[config.mk]
export PLATFORM = sky130hd
export DESIGN_NAME = i2c_master_transfer_sequencer_flat
export DESIGN_NICKNAME = d
export VERILOG_FILES = /design/src/hdl/i2cms_pkg.sv /design/src/hdl/i2cms_req_if.sv /design/src/hdl/i2cms_rsp_if.sv /design/src/hdl/i2c_master_transfer_sequencer.sv /design/src/flat_wrapper.sv
export SDC_FILE = /design/constraint.sdc
export NUM_CORES = 2
export LEC_CHECK = 0
export ABC_AREA = 0
export BUFFER_PORTS_ARGS = -buffer_cell sky130_fd_sc_hd__buf_2
export CAP_MARGIN = 20
export CORE_ASPECT_RATIO = 0.7
export CORE_UTILIZATION = 45
export DETAILED_ROUTE_END_ITERATION = 10
export PLACE_DENSITY = 0.66
export SLEW_MARGIN = 30
export SYNTH_ARGS = -nofsm -noshare
export SYNTH_HDL_FRONTEND = slang
export SYNTH_SLANG_ARGS = --single-unit
export TNS_END_PERCENT = 100
[constraint.sdc]
create_clock -name clock -period 12.95 [get_ports clock]
set_input_delay 0 -clock clock [delete_from_list [all_inputs] [get_ports clock]]
set_output_delay 0 -clock clock [all_outputs]
set_load 0.005 [all_outputs]
[src/hdl/i2cms_pkg.sv]
`timescale 1ns / 1ps

package i2cms_pkg;

   // request actions
   localparam logic [1:0] ACT_LOAD   = 2'd0;
   localparam logic [1:0] ACT_START  = 2'd1;
   localparam logic [1:0] ACT_STATUS = 2'd2;

   // transfer modes
   localparam logic [1:0] MODE_PLAIN  = 2'd0;
   localparam logic [1:0] MODE_SUB_RD = 2'd1;
   localparam logic [1:0] MODE_SUB_WR = 2'd2;
   localparam logic [1:0] MODE_RSVD   = 2'd3;

   // controller status codes
   localparam logic [7:0] ST_START       = 8'h08;
   localparam logic [7:0] ST_RESTART     = 8'h10;
   localparam logic [7:0] ST_ADDR_W_ACK  = 8'h18;
   localparam logic [7:0] ST_ADDR_W_NACK = 8'h20;
   localparam logic [7:0] ST_DATA_W_ACK  = 8'h28;
   localparam logic [7:0] ST_DATA_W_NACK = 8'h30;
   localparam logic [7:0] ST_ARB_LOST    = 8'h38;
   localparam logic [7:0] ST_ADDR_R_ACK  = 8'h40;
   localparam logic [7:0] ST_ADDR_R_NACK = 8'h48;
   localparam logic [7:0] ST_DATA_R_ACK  = 8'h50;
   localparam logic [7:0] ST_DATA_R_NACK = 8'h58;

   localparam logic [7:0] ADDR_WR_MASK = 8'hFE;

   // control register bits
   localparam logic [6:0] CTL_ACK       = 7'h04;
   localparam logic [6:0] CTL_SI        = 7'h08;
   localparam logic [6:0] CTL_STOP      = 7'h10;
   localparam logic [6:0] CTL_START     = 7'h20;
   localparam logic [6:0] CTL_EN        = 7'h40;
   localparam logic [6:0] CLR_SI_STA    = 7'h28;
   localparam logic [6:0] CLR_AA_SI_STA = 7'h2C;

   // register file
   localparam int CSR_IDX_W  = 2;
   localparam int CSR_DATA_W = 8;
   localparam logic [CSR_IDX_W-1:0] CSR_SLAVE_ADDR = 2'd0;
   localparam logic [CSR_IDX_W-1:0] CSR_SUB_ADDR   = 2'd1;
   localparam logic [CSR_IDX_W-1:0] CSR_COUNT      = 2'd2;
   localparam logic [CSR_IDX_W-1:0] CSR_MODE       = 2'd3;

   typedef struct packed {
      logic       send_valid;
      logic [7:0] send_byte;
      logic [6:0] control_set;
      logic [6:0] control_clear;
      logic       store_valid;
      logic [7:0] store_byte;
      logic [7:0] store_index;
      logic       finished;
      logic       failed;
   } rsp_type;

   typedef struct packed {
      rsp_type rsp;
      logic    from_mem;
   } stage_type;

endpackage

[src/hdl/i2cms_req_if.sv]
`timescale 1ns / 1ps

interface i2cms_req_if;
   logic       valid;
   logic       ready;
   logic [1:0] action;
   logic [7:0] status_code;
   logic [7:0] received_byte;
   logic [7:0] load_byte;
   logic [7:0] load_index;

   modport source (output valid, output action, output status_code,
                   output received_byte, output load_byte, output load_index,
                   input ready);
   modport sink   (input valid, input action, input status_code,
                   input received_byte, input load_byte, input load_index,
                   output ready);
endinterface

[src/hdl/i2cms_rsp_if.sv]
`timescale 1ns / 1ps

interface i2cms_rsp_if;
   logic       valid;
   logic       ready;
   logic       send_valid;
   logic [7:0] send_byte;
   logic [6:0] control_set;
   logic [6:0] control_clear;
   logic       store_valid;
   logic [7:0] store_byte;
   logic [7:0] store_index;
   logic       finished;
   logic       failed;

   modport source (output valid, output send_valid, output send_byte,
                   output control_set, output control_clear, output store_valid,
                   output store_byte, output store_index, output finished,
                   output failed, input ready);
   modport sink   (input valid, input send_valid, input send_byte,
                   input control_set, input control_clear, input store_valid,
                   input store_byte, input store_index, input finished,
                   input failed, output ready);
endinterface

[src/hdl/i2c_master_transfer_sequencer.sv]
`timescale 1ns / 1ps

// I2C master transfer sequencer. Each request beat (transmit byte load, start
// command or controller status event) yields exactly one response beat telling
// the controller what to write to its data register and which control bits to
// set and clear, plus any received byte and a finished or failed mark. A new
// request is taken every cycle unless the response side stalls; a beat passes
// a stage register, with the registered read of the transmit buffer memory,
// then the response register. State is updated in the accept cycle, so
// back-to-back beats see each other's effects. The transmit buffer holds
// BUFFER_DEPTH bytes and is not cleared by reset; an unloaded entry sends an
// unspecified byte. The user must write registers through csr_we, csr_index
// and csr_wdata only while no transfer beat is in flight (unenforced).
module i2c_master_transfer_sequencer #(
   parameter int BUFFER_DEPTH = 256
) (
   input  logic                              clock,
   input  logic                              reset,
   i2cms_req_if.sink                         req_chan,
   i2cms_rsp_if.source                       rsp_chan,
   input  logic                              csr_we,
   input  logic [i2cms_pkg::CSR_IDX_W-1:0]   csr_index,
   input  logic [i2cms_pkg::CSR_DATA_W-1:0]  csr_wdata
);

   localparam int AW = (BUFFER_DEPTH > 1) ? $clog2(BUFFER_DEPTH) : 1;

   function automatic logic [AW-1:0] slot_of(input logic [7:0] x);
      logic [AW-1:0] r;
      r = '0;
      for (int i = 0; i < 256; i++) begin
         if (x == 8'(i)) r = AW'(i % BUFFER_DEPTH);
      end
      return r;
   endfunction

   // configuration
   logic [7:0] slave_addr_ff, sub_addr_ff, count_ff;
   logic [1:0] mode_ff;

   // transfer state
   logic [1:0] phase_ff, phase_in;
   logic [7:0] bytes_left_ff, bytes_left_in;
   logic [7:0] position_ff, position_in;

   logic [7:0] mem [BUFFER_DEPTH];
   logic [7:0] rd_data_ff;
   logic       mem_we;

   logic                  s1_valid_ff;
   i2cms_pkg::stage_type  s1_ff, s1_in;
   logic                  rsp_valid_ff;
   i2cms_pkg::rsp_type    rsp_ff, rsp_in;

   logic       fire, s1_move;
   logic [1:0] start_mode;
   logic [7:0] next_pos, rx_left;

   assign s1_move        = s1_valid_ff && (!rsp_valid_ff || rsp_chan.ready);
   assign req_chan.ready = !s1_valid_ff || s1_move;
   assign fire           = req_chan.valid && req_chan.ready;

   assign next_pos   = (position_ff == 8'(BUFFER_DEPTH - 1)) ? 8'd0 : position_ff + 8'd1;
   assign start_mode = (mode_ff == i2cms_pkg::MODE_RSVD) ? i2cms_pkg::MODE_PLAIN : mode_ff;
   assign rx_left    = (req_chan.status_code == i2cms_pkg::ST_DATA_R_ACK) ?
                       bytes_left_ff - 8'd1 : bytes_left_ff;

   always_ff @(posedge clock) begin
      if (reset) begin
         slave_addr_ff <= '0;
         sub_addr_ff   <= '0;
         count_ff      <= 8'd1;
         mode_ff       <= i2cms_pkg::MODE_PLAIN;
      end else if (csr_we) begin
         case (csr_index)
            i2cms_pkg::CSR_SLAVE_ADDR: slave_addr_ff <= csr_wdata;
            i2cms_pkg::CSR_SUB_ADDR:   sub_addr_ff   <= csr_wdata;
            i2cms_pkg::CSR_COUNT:      count_ff      <= csr_wdata;
            i2cms_pkg::CSR_MODE:       mode_ff       <= csr_wdata[1:0];
            default: ;
         endcase
      end
   end

   always_comb begin
      phase_in      = phase_ff;
      bytes_left_in = bytes_left_ff;
      position_in   = position_ff;
      mem_we        = 1'b0;
      s1_in         = '0;
      case (req_chan.action)
         i2cms_pkg::ACT_LOAD: begin
            mem_we = 1'b1;
         end
         i2cms_pkg::ACT_START: begin
            if (start_mode == i2cms_pkg::MODE_SUB_RD && count_ff == 8'd0) begin
               s1_in.rsp.failed = 1'b1;
            end else begin
               phase_in                = start_mode;
               bytes_left_in           = count_ff;
               position_in             = '0;
               s1_in.rsp.control_clear = i2cms_pkg::CLR_AA_SI_STA;
               s1_in.rsp.control_set   = i2cms_pkg::CTL_START | i2cms_pkg::CTL_EN;
            end
         end
         i2cms_pkg::ACT_STATUS: begin
            case (req_chan.status_code) inside
               i2cms_pkg::ST_START: begin
                  s1_in.rsp.send_valid    = 1'b1;
                  s1_in.rsp.send_byte     = (phase_ff == i2cms_pkg::MODE_SUB_RD) ?
                                            (slave_addr_ff & i2cms_pkg::ADDR_WR_MASK) :
                                            slave_addr_ff;
                  s1_in.rsp.control_clear = i2cms_pkg::CLR_SI_STA;
               end
               i2cms_pkg::ST_RESTART: begin
                  s1_in.rsp.send_valid    = 1'b1;
                  s1_in.rsp.send_byte     = slave_addr_ff;
                  s1_in.rsp.control_clear = i2cms_pkg::CLR_SI_STA;
               end
               i2cms_pkg::ST_ADDR_W_ACK, i2cms_pkg::ST_DATA_W_ACK: begin
                  if (phase_ff == i2cms_pkg::MODE_PLAIN) begin
                     s1_in.rsp.control_clear = i2cms_pkg::CLR_SI_STA;
                     if (bytes_left_ff != 8'd0) begin
                        s1_in.rsp.send_valid = 1'b1;
                        s1_in.from_mem       = 1'b1;
                        position_in          = next_pos;
                        bytes_left_in        = bytes_left_ff - 8'd1;
                     end else begin
                        s1_in.rsp.control_set = i2cms_pkg::CTL_STOP;
                        s1_in.rsp.finished    = 1'b1;
                     end
                  end else if (req_chan.status_code == i2cms_pkg::ST_ADDR_W_ACK) begin
                     s1_in.rsp.send_valid    = 1'b1;
                     s1_in.rsp.send_byte     = sub_addr_ff;
                     s1_in.rsp.control_clear = i2cms_pkg::CLR_SI_STA;
                     if (phase_ff == i2cms_pkg::MODE_SUB_WR) phase_in = i2cms_pkg::MODE_PLAIN;
                  end else if (phase_ff == i2cms_pkg::MODE_SUB_RD) begin
                     s1_in.rsp.control_set   = i2cms_pkg::CTL_START;
                     s1_in.rsp.control_clear = i2cms_pkg::CTL_SI;
                     phase_in                = i2cms_pkg::MODE_PLAIN;
                  end
               end
               i2cms_pkg::ST_ADDR_W_NACK, i2cms_pkg::ST_DATA_W_NACK,
               i2cms_pkg::ST_ARB_LOST, i2cms_pkg::ST_ADDR_R_NACK: begin
                  s1_in.rsp.control_clear = i2cms_pkg::CLR_SI_STA;
                  s1_in.rsp.failed        = 1'b1;
               end
               i2cms_pkg::ST_ADDR_R_ACK, i2cms_pkg::ST_DATA_R_ACK: begin
                  if (req_chan.status_code == i2cms_pkg::ST_DATA_R_ACK) begin
                     s1_in.rsp.store_valid = 1'b1;
                     s1_in.rsp.store_byte  = req_chan.received_byte;
                     s1_in.rsp.store_index = position_ff;
                     position_in           = next_pos;
                  end
                  bytes_left_in = rx_left;
                  if (rx_left == 8'd1) begin
                     s1_in.rsp.control_clear = i2cms_pkg::CLR_AA_SI_STA;
                  end else begin
                     s1_in.rsp.control_set   = i2cms_pkg::CTL_ACK;
                     s1_in.rsp.control_clear = i2cms_pkg::CLR_SI_STA;
                  end
               end
               i2cms_pkg::ST_DATA_R_NACK: begin
                  s1_in.rsp.store_valid   = 1'b1;
                  s1_in.rsp.store_byte    = req_chan.received_byte;
                  s1_in.rsp.store_index   = position_ff;
                  position_in             = next_pos;
                  s1_in.rsp.control_set   = i2cms_pkg::CTL_STOP;
                  s1_in.rsp.control_clear = i2cms_pkg::CLR_SI_STA;
                  s1_in.rsp.finished      = 1'b1;
               end
               default: ;
            endcase
         end
         default: ;
      endcase
   end

   always_ff @(posedge clock) begin
      if (reset) begin
         phase_ff      <= i2cms_pkg::MODE_PLAIN;
         bytes_left_ff <= '0;
         position_ff   <= '0;
      end else if (fire) begin
         phase_ff      <= phase_in;
         bytes_left_ff <= bytes_left_in;
         position_ff   <= position_in;
      end
   end

   // transmit buffer: load writes, every accepted beat reads the current slot
   always_ff @(posedge clock) begin
      if (fire && mem_we) mem[slot_of(req_chan.load_index)] <= req_chan.load_byte;
      if (fire) rd_data_ff <= mem[position_ff[AW-1:0]];
   end

   always_comb begin
      rsp_in = s1_ff.rsp;
      if (s1_ff.from_mem) rsp_in.send_byte = rd_data_ff;
   end

   always_ff @(posedge clock) begin
      if (reset) begin
         s1_valid_ff  <= 1'b0;
         rsp_valid_ff <= 1'b0;
      end else begin
         if (fire)         s1_valid_ff <= 1'b1;
         else if (s1_move) s1_valid_ff <= 1'b0;
         if (s1_move)             rsp_valid_ff <= 1'b1;
         else if (rsp_chan.ready) rsp_valid_ff <= 1'b0;
      end
   end

   always_ff @(posedge clock) begin
      if (fire)    s1_ff  <= s1_in;
      if (s1_move) rsp_ff <= rsp_in;
   end

   assign rsp_chan.valid         = rsp_valid_ff;
   assign rsp_chan.send_valid    = rsp_ff.send_valid;
   assign rsp_chan.send_byte     = rsp_ff.send_byte;
   assign rsp_chan.control_set   = rsp_ff.control_set;
   assign rsp_chan.control_clear = rsp_ff.control_clear;
   assign rsp_chan.store_valid   = rsp_ff.store_valid;
   assign rsp_chan.store_byte    = rsp_ff.store_byte;
   assign rsp_chan.store_index   = rsp_ff.store_index;
   assign rsp_chan.finished      = rsp_ff.finished;
   assign rsp_chan.failed        = rsp_ff.failed;

endmodule
[src/flat_wrapper.sv]
// flat-port wrapper written by rule: the top's interface ports become plain ports
module i2c_master_transfer_sequencer_flat 
#(
   parameter int BUFFER_DEPTH = 256
)
  (clock, reset, csr_we, csr_index, csr_wdata, req_chan_valid, req_chan_action, req_chan_status_code, req_chan_received_byte, req_chan_load_byte, req_chan_load_index, req_chan_ready, rsp_chan_valid, rsp_chan_send_valid, rsp_chan_send_byte, rsp_chan_control_set, rsp_chan_control_clear, rsp_chan_store_valid, rsp_chan_store_byte, rsp_chan_store_index, rsp_chan_finished, rsp_chan_failed, rsp_chan_ready);
  i2cms_req_if req_chan_i ();
  i2cms_rsp_if rsp_chan_i ();
  input  logic clock;
  input  logic reset;
  input  logic csr_we;
  input  logic [i2cms_pkg::CSR_IDX_W-1:0] csr_index;
  input  logic [i2cms_pkg::CSR_DATA_W-1:0] csr_wdata;
  input wire logic [$bits(req_chan_i.valid)-1:0] req_chan_valid;
  input wire logic [$bits(req_chan_i.action)-1:0] req_chan_action;
  input wire logic [$bits(req_chan_i.status_code)-1:0] req_chan_status_code;
  input wire logic [$bits(req_chan_i.received_byte)-1:0] req_chan_received_byte;
  input wire logic [$bits(req_chan_i.load_byte)-1:0] req_chan_load_byte;
  input wire logic [$bits(req_chan_i.load_index)-1:0] req_chan_load_index;
  output wire logic [$bits(req_chan_i.ready)-1:0] req_chan_ready;
  output wire logic [$bits(rsp_chan_i.valid)-1:0] rsp_chan_valid;
  output wire logic [$bits(rsp_chan_i.send_valid)-1:0] rsp_chan_send_valid;
  output wire logic [$bits(rsp_chan_i.send_byte)-1:0] rsp_chan_send_byte;
  output wire logic [$bits(rsp_chan_i.control_set)-1:0] rsp_chan_control_set;
  output wire logic [$bits(rsp_chan_i.control_clear)-1:0] rsp_chan_control_clear;
  output wire logic [$bits(rsp_chan_i.store_valid)-1:0] rsp_chan_store_valid;
  output wire logic [$bits(rsp_chan_i.store_byte)-1:0] rsp_chan_store_byte;
  output wire logic [$bits(rsp_chan_i.store_index)-1:0] rsp_chan_store_index;
  output wire logic [$bits(rsp_chan_i.finished)-1:0] rsp_chan_finished;
  output wire logic [$bits(rsp_chan_i.failed)-1:0] rsp_chan_failed;
  input wire logic [$bits(rsp_chan_i.ready)-1:0] rsp_chan_ready;
  assign req_chan_i.valid = req_chan_valid;
  assign req_chan_i.action = req_chan_action;
  assign req_chan_i.status_code = req_chan_status_code;
  assign req_chan_i.received_byte = req_chan_received_byte;
  assign req_chan_i.load_byte = req_chan_load_byte;
  assign req_chan_i.load_index = req_chan_load_index;
  assign req_chan_ready = req_chan_i.ready;
  assign rsp_chan_valid = rsp_chan_i.valid;
  assign rsp_chan_send_valid = rsp_chan_i.send_valid;
  assign rsp_chan_send_byte = rsp_chan_i.send_byte;
  assign rsp_chan_control_set = rsp_chan_i.control_set;
  assign rsp_chan_control_clear = rsp_chan_i.control_clear;
  assign rsp_chan_store_valid = rsp_chan_i.store_valid;
  assign rsp_chan_store_byte = rsp_chan_i.store_byte;
  assign rsp_chan_store_index = rsp_chan_i.store_index;
  assign rsp_chan_finished = rsp_chan_i.finished;
  assign rsp_chan_failed = rsp_chan_i.failed;
  assign rsp_chan_i.ready = rsp_chan_ready;
  i2c_master_transfer_sequencer #(.BUFFER_DEPTH(BUFFER_DEPTH)) u_core (.clock(clock), .reset(reset), .req_chan(req_chan_i), .rsp_chan(rsp_chan_i), .csr_we(csr_we), .csr_index(csr_index), .csr_wdata(csr_wdata));
endmodule
==> results by group <==
STA
  • Min cycle time layout: between 5000 and 6000 ps
  • Slew Viols, Final: 0
  • RSZ-0062 raised after global routing: false
  • Fmax: 0.190 GHz
  • Clk_skew: 35.2 ps
  • Fin. Hold Viols: 0
  • Slew @ Worst Pin: ~1100 ps
  • Tcrit/Tclk final: between 40% and 50%
  • Max-slew headroom: between 20% and 30%
  • Final worst slack: 7690 ps
  • Setup-failing EPs final: 0
  • Setup TNS: 0 ps

Drt
  • DR vias: ~45000
  • Drt first pass iters: 6
  • Routed Antenna Nets: 0
  • DRT iter0 DRCs: approximately 7000
  • Via-to-Cell Ratio: ~6.3
  • DRC violations left: 0
  • WL per Instance: between 30 and 40 um
  • Drt total wl: roughly 230000 um

Yosys
  • Most used DFF post-synth: edfxtp_1
  • Yosys Warn Count: 0
  • Netlist cell types: 73
  • Post-Synthesis Cells: about 4300
  • Register area share after synthesis: 76.2%
  • Asr flop ratio synth: 0%
  • #FFs+latches synth: 2173
  • Post-synth EDFFs: roughly 2100
  • Syn_area_per_cell: 19.7 um2
  • Mapped cell area: roughly 85000 um2

GRT
  • Grt ovf: 0
  • First-pass GRT wire length: ~320000 um
  • Tot GR Track Use: 24.0%
  • Initial antenna violation count: 21
  • Number of global-route vias before repair: 42600
  • Pin count of the biggest net entering global routing: ~140

Clock tree
  • Root Buffer: clkbuf_16
  • Post-cts sizing count: 0
  • H-tree depth: 4
  • Worst-Skew Late Latency: between 800 and 900 ps
  • Clock Sinks: about 2200
  • TritonCTS buffer count: about 190
  • Clock slew at reported path FFs: roughly 70 ps
  • CTS tree: yes
  • Clock buffer depth: 3

Power
  • P_sw: approximately 2.8 mW
  • Int Pwr: around 11 mW
  • Total chip power: 13.7 mW
  • VDD IR max: approximately 0.14 mV
  • Combinational share of power: 2.7%
  • Pwr dens: roughly 140 nW/um2
  • Seq pwr share: between 50 and 60%
  • Pleak: between 20 and 30 nW
  • Sw Share: approximately a fifth
  • Clock power frac: between 40 and 50%

Placement
  • Number of port buffers: 85
  • Pre-CTS setup slack: 7630 ps
  • Placer Congestion: a little under 0.9
  • Post-DP Area: 88200 um2
  • Post-DP HPWL: roughly 140000 um

Worst setup path
  • CP Buf/Inv Count: 3
  • Length in cells of the worst reg-to-reg path: 8
  • Critical path class: flop to flop
  • CP Capture Type: flop
  • CP arrival: a little under 6000 ps
  • Cells along the critical path: buf_4 > buf_12 > buf_4 > mux4_2 > a22oi_1 > o21ai_0 > a221oi_2 > o311ai_1
  • Startpoint types: flop
  • Top delay family on crit path: buffers and inverters
  • Required time of the worst setup path: ~14000 ps
  • Crit-path slowest cell: dfxtp_4
  • CP max stage delay: 870 ps
  • Critical path peak fanout: 92
  • Reg-to-reg slack, setup: 7690 ps
  • Reg-to-reg endpoint: u_core.rd_data_ff[6]
  • R2r startpoint: u_core.position_ff[0]
  • Most frequent cell on the critical path: buf_4

Worst hold path
  • Hold Path Depth: 4
  • Hold Path Class: primary input to flop
  • Hold Path Sink: u_core.s1_ff[35]
  • Worst min-delay path startpoint: req_chan_status_code[2]

Cells and area
  • Design area: around 95000 um2
  • Final Util: 50.7%
  • Fraction of layout cells with a size suffix above 1: roughly 20%
  • Area Growth Syn to Fin: 11.9%
  • Nets: roughly 4600

Floorplan
  • IO Count: 93
  • Core ar.: approximately 190000 um2
  • Initial core utilization: approximately 45%
  • Die span in x: around 520 um
  • DIE AREA: about 190000 um2
  • Std cell rows: between 100 and 150
  • Chip height: approximately 370 um

Flow run
  • Maximum Capacitance Violations: 0

Run status
  • Status: complete, no violations
-- state kept, by name, indices dropped and copies added, names as in the netlist --
signal                         cells
u_core.mem                      2048
u_core.rsp_in                     27
u_core.s1_ff                       9
u_core.bytes_left_ff               8
u_core.count_ff                    8
u_core.position_ff                 8
u_core.rd_data_ff                  8
u_core.rsp_chan.send_byte          8
u_core.rsp_chan.store_byte         8
u_core.rsp_chan.store_index        8
u_core.slave_addr_ff               8
u_core.sub_addr_ff                 8
u_core.rsp_chan.control_set        4
u_core.rsp_chan.control_clear      3
u_core.mode_ff                     2
u_core.phase_ff                    2
u_core.rsp_chan.failed             1
u_core.rsp_chan.finished           1
u_core.rsp_chan.send_valid         1
u_core.rsp_chan.store_valid        1
u_core.rsp_chan.valid              1
u_core.s1_valid_ff                 1
-- cell families (layout without fill, tap and decap cells) --
kind of cell,after synthesis,count (layout),synth area share (%)
AOI/OAI and AO/OA,457,457,3.75
xor gates and xnor gates,5,5,0.0515
adders and majority gates,6,6,0.0883
buffers and inverters,280,622,1.83
DFF,2173,2173,76.2
muxes,695,695,14.4
other,1,11,0.00441
and+or+nand+nor,702,702,3.70
-- worst max path at each step --
stage / start / end / slack [ps] / depth (start not counted)
6_report: u_core.position_ff[0] / u_core.rd_data_ff[6] / 7690 / 8
5_1_grt: u_core.position_ff[0] / u_core.rd_data_ff[4] / 7440 / 9
4_1_cts: u_core.position_ff[0] / u_core.rd_data_ff[6] / 7610 / 8
3_5_place_dp: u_core.position_ff[0] / u_core.rd_data_ff[4] / 7630 / 9
3_3_place_gp: u_core.position_ff[0] / u_core.rd_data_ff[0] / 7500 / 8
2_1_floorplan: u_core.rsp_chan.valid / u_core.mem[63][0] / 8260 / 7
-- layout make-up --
type | count | area, um2
Fill cell | 14800 | 92600
Sequential cell | 2173 | 64800
Multi-Input combinational cell | 1872 | 18900
Clock buffer | 221 | 4890
Tap cell | 2497 | 3120
Timing Repair Buffer | 262 | 2230
Clock inverter | 121 | 1050
Inverter | 18 | 72.6
Antenna cell | 4 | 10.0
-- synthesized netlist by cell type (14+ instances only) --
| cell type | number | area [um2] |
|---|---|---|
| mux2i_1 | 261 | 2610 |
| a221oi_1 | 71 | 622 |
| buf_1 | 18 | 67.6 |
| mux4_2 | 419 | 9440 |
| a31oi_1 | 14 | 87.6 |
| nor2_1 | 338 | 1270 |
| nand3_1 | 43 | 215 |
| buf_4 | 41 | 308 |
| nand2_1 | 140 | 526 |
| edfxtp_1 | 2127 | 63900 |
| nor2b_1 | 25 | 156 |
| and2_1 | 21 | 131 |
| inv_1 | 15 | 56.3 |
| nand2b_1 | 16 | 100 |
| nor3_1 | 42 | 210 |
| mux2_2 | 15 | 169 |
| dfxtp_1 | 46 | 921 |
| buf_6 | 32 | 360 |
| a22oi_1 | 85 | 638 |
| a21oi_1 | 89 | 445 |
| o22ai_1 | 30 | 188 |
| clkbuf_1 | 119 | 447 |
| buf_2 | 47 | 235 |
| nand4_1 | 18 | 113 |
| o21ai_0 | 66 | 330 |
| nor4_1 | 15 | 93.8 |
-- metrics by stage --
stage | std cells | hold WS [ps]
finish | 7168 | 91.4
global route | 7167 | 101
CTS | 7160 | 28.1
detailed placement | 6732 | 278
global placement | 6729 | 272
floorplan | 4325 | 98.9
-- cell usage in the layout, fill, tap and decap left out, types with 76 or more instances in the layout --
cell type / netlist / final
buf_2: 47 / 77
buf_4: 41 / 76
clkbuf_16: 0 / 189
mux2i_1: 261 / 261
dlygate4sd3_1: 0 / 86
mux4_2: 419 / 419
a21oi_1: 89 / 88
a22oi_1: 85 / 85
edfxtp_1: 2127 / 2127
nand2_1: 140 / 137
nor2_1: 338 / 314
-- power groups by stage --
stage	registers (mW)	logic [mW]	clock network (mW)
after global routing	7.74	0.383	5.85
after floorplan	7.89	0.155	0
final	7.74	0.363	5.57
after global placement	7.90	0.328	0
after CTS	7.74	0.355	5.60
after detailed placement	7.90	0.339	0
-- worst register-to-register path: stages (launching register included) --
cell and delay (ps):
dfxtp_4 870, buf_4 690, buf_12 610, buf_4 810, mux4_2 610, a22oi_1 200, o21ai_0 360, a221oi_2 600
o311ai_1 210
-- routing by layer --
| layer | share of wire (%) | global-route usage [%] |
|---|---|---|
| met2 | 43 | 33.8 |
| met4 | 2.4 | 6.14 |
| met5 | 0.030 | 0 |
| met3 | 13 | 7.06 |
| met1 | 42 | 36.3 |
-- what timing repair did --
action / 4_1_cts / 5_1_grt
buffers inserted: 0 / 0
hold endpoints to repair: 783 / 0
hold buffers: 86 / 0
(Power assumes the default switching activity.)
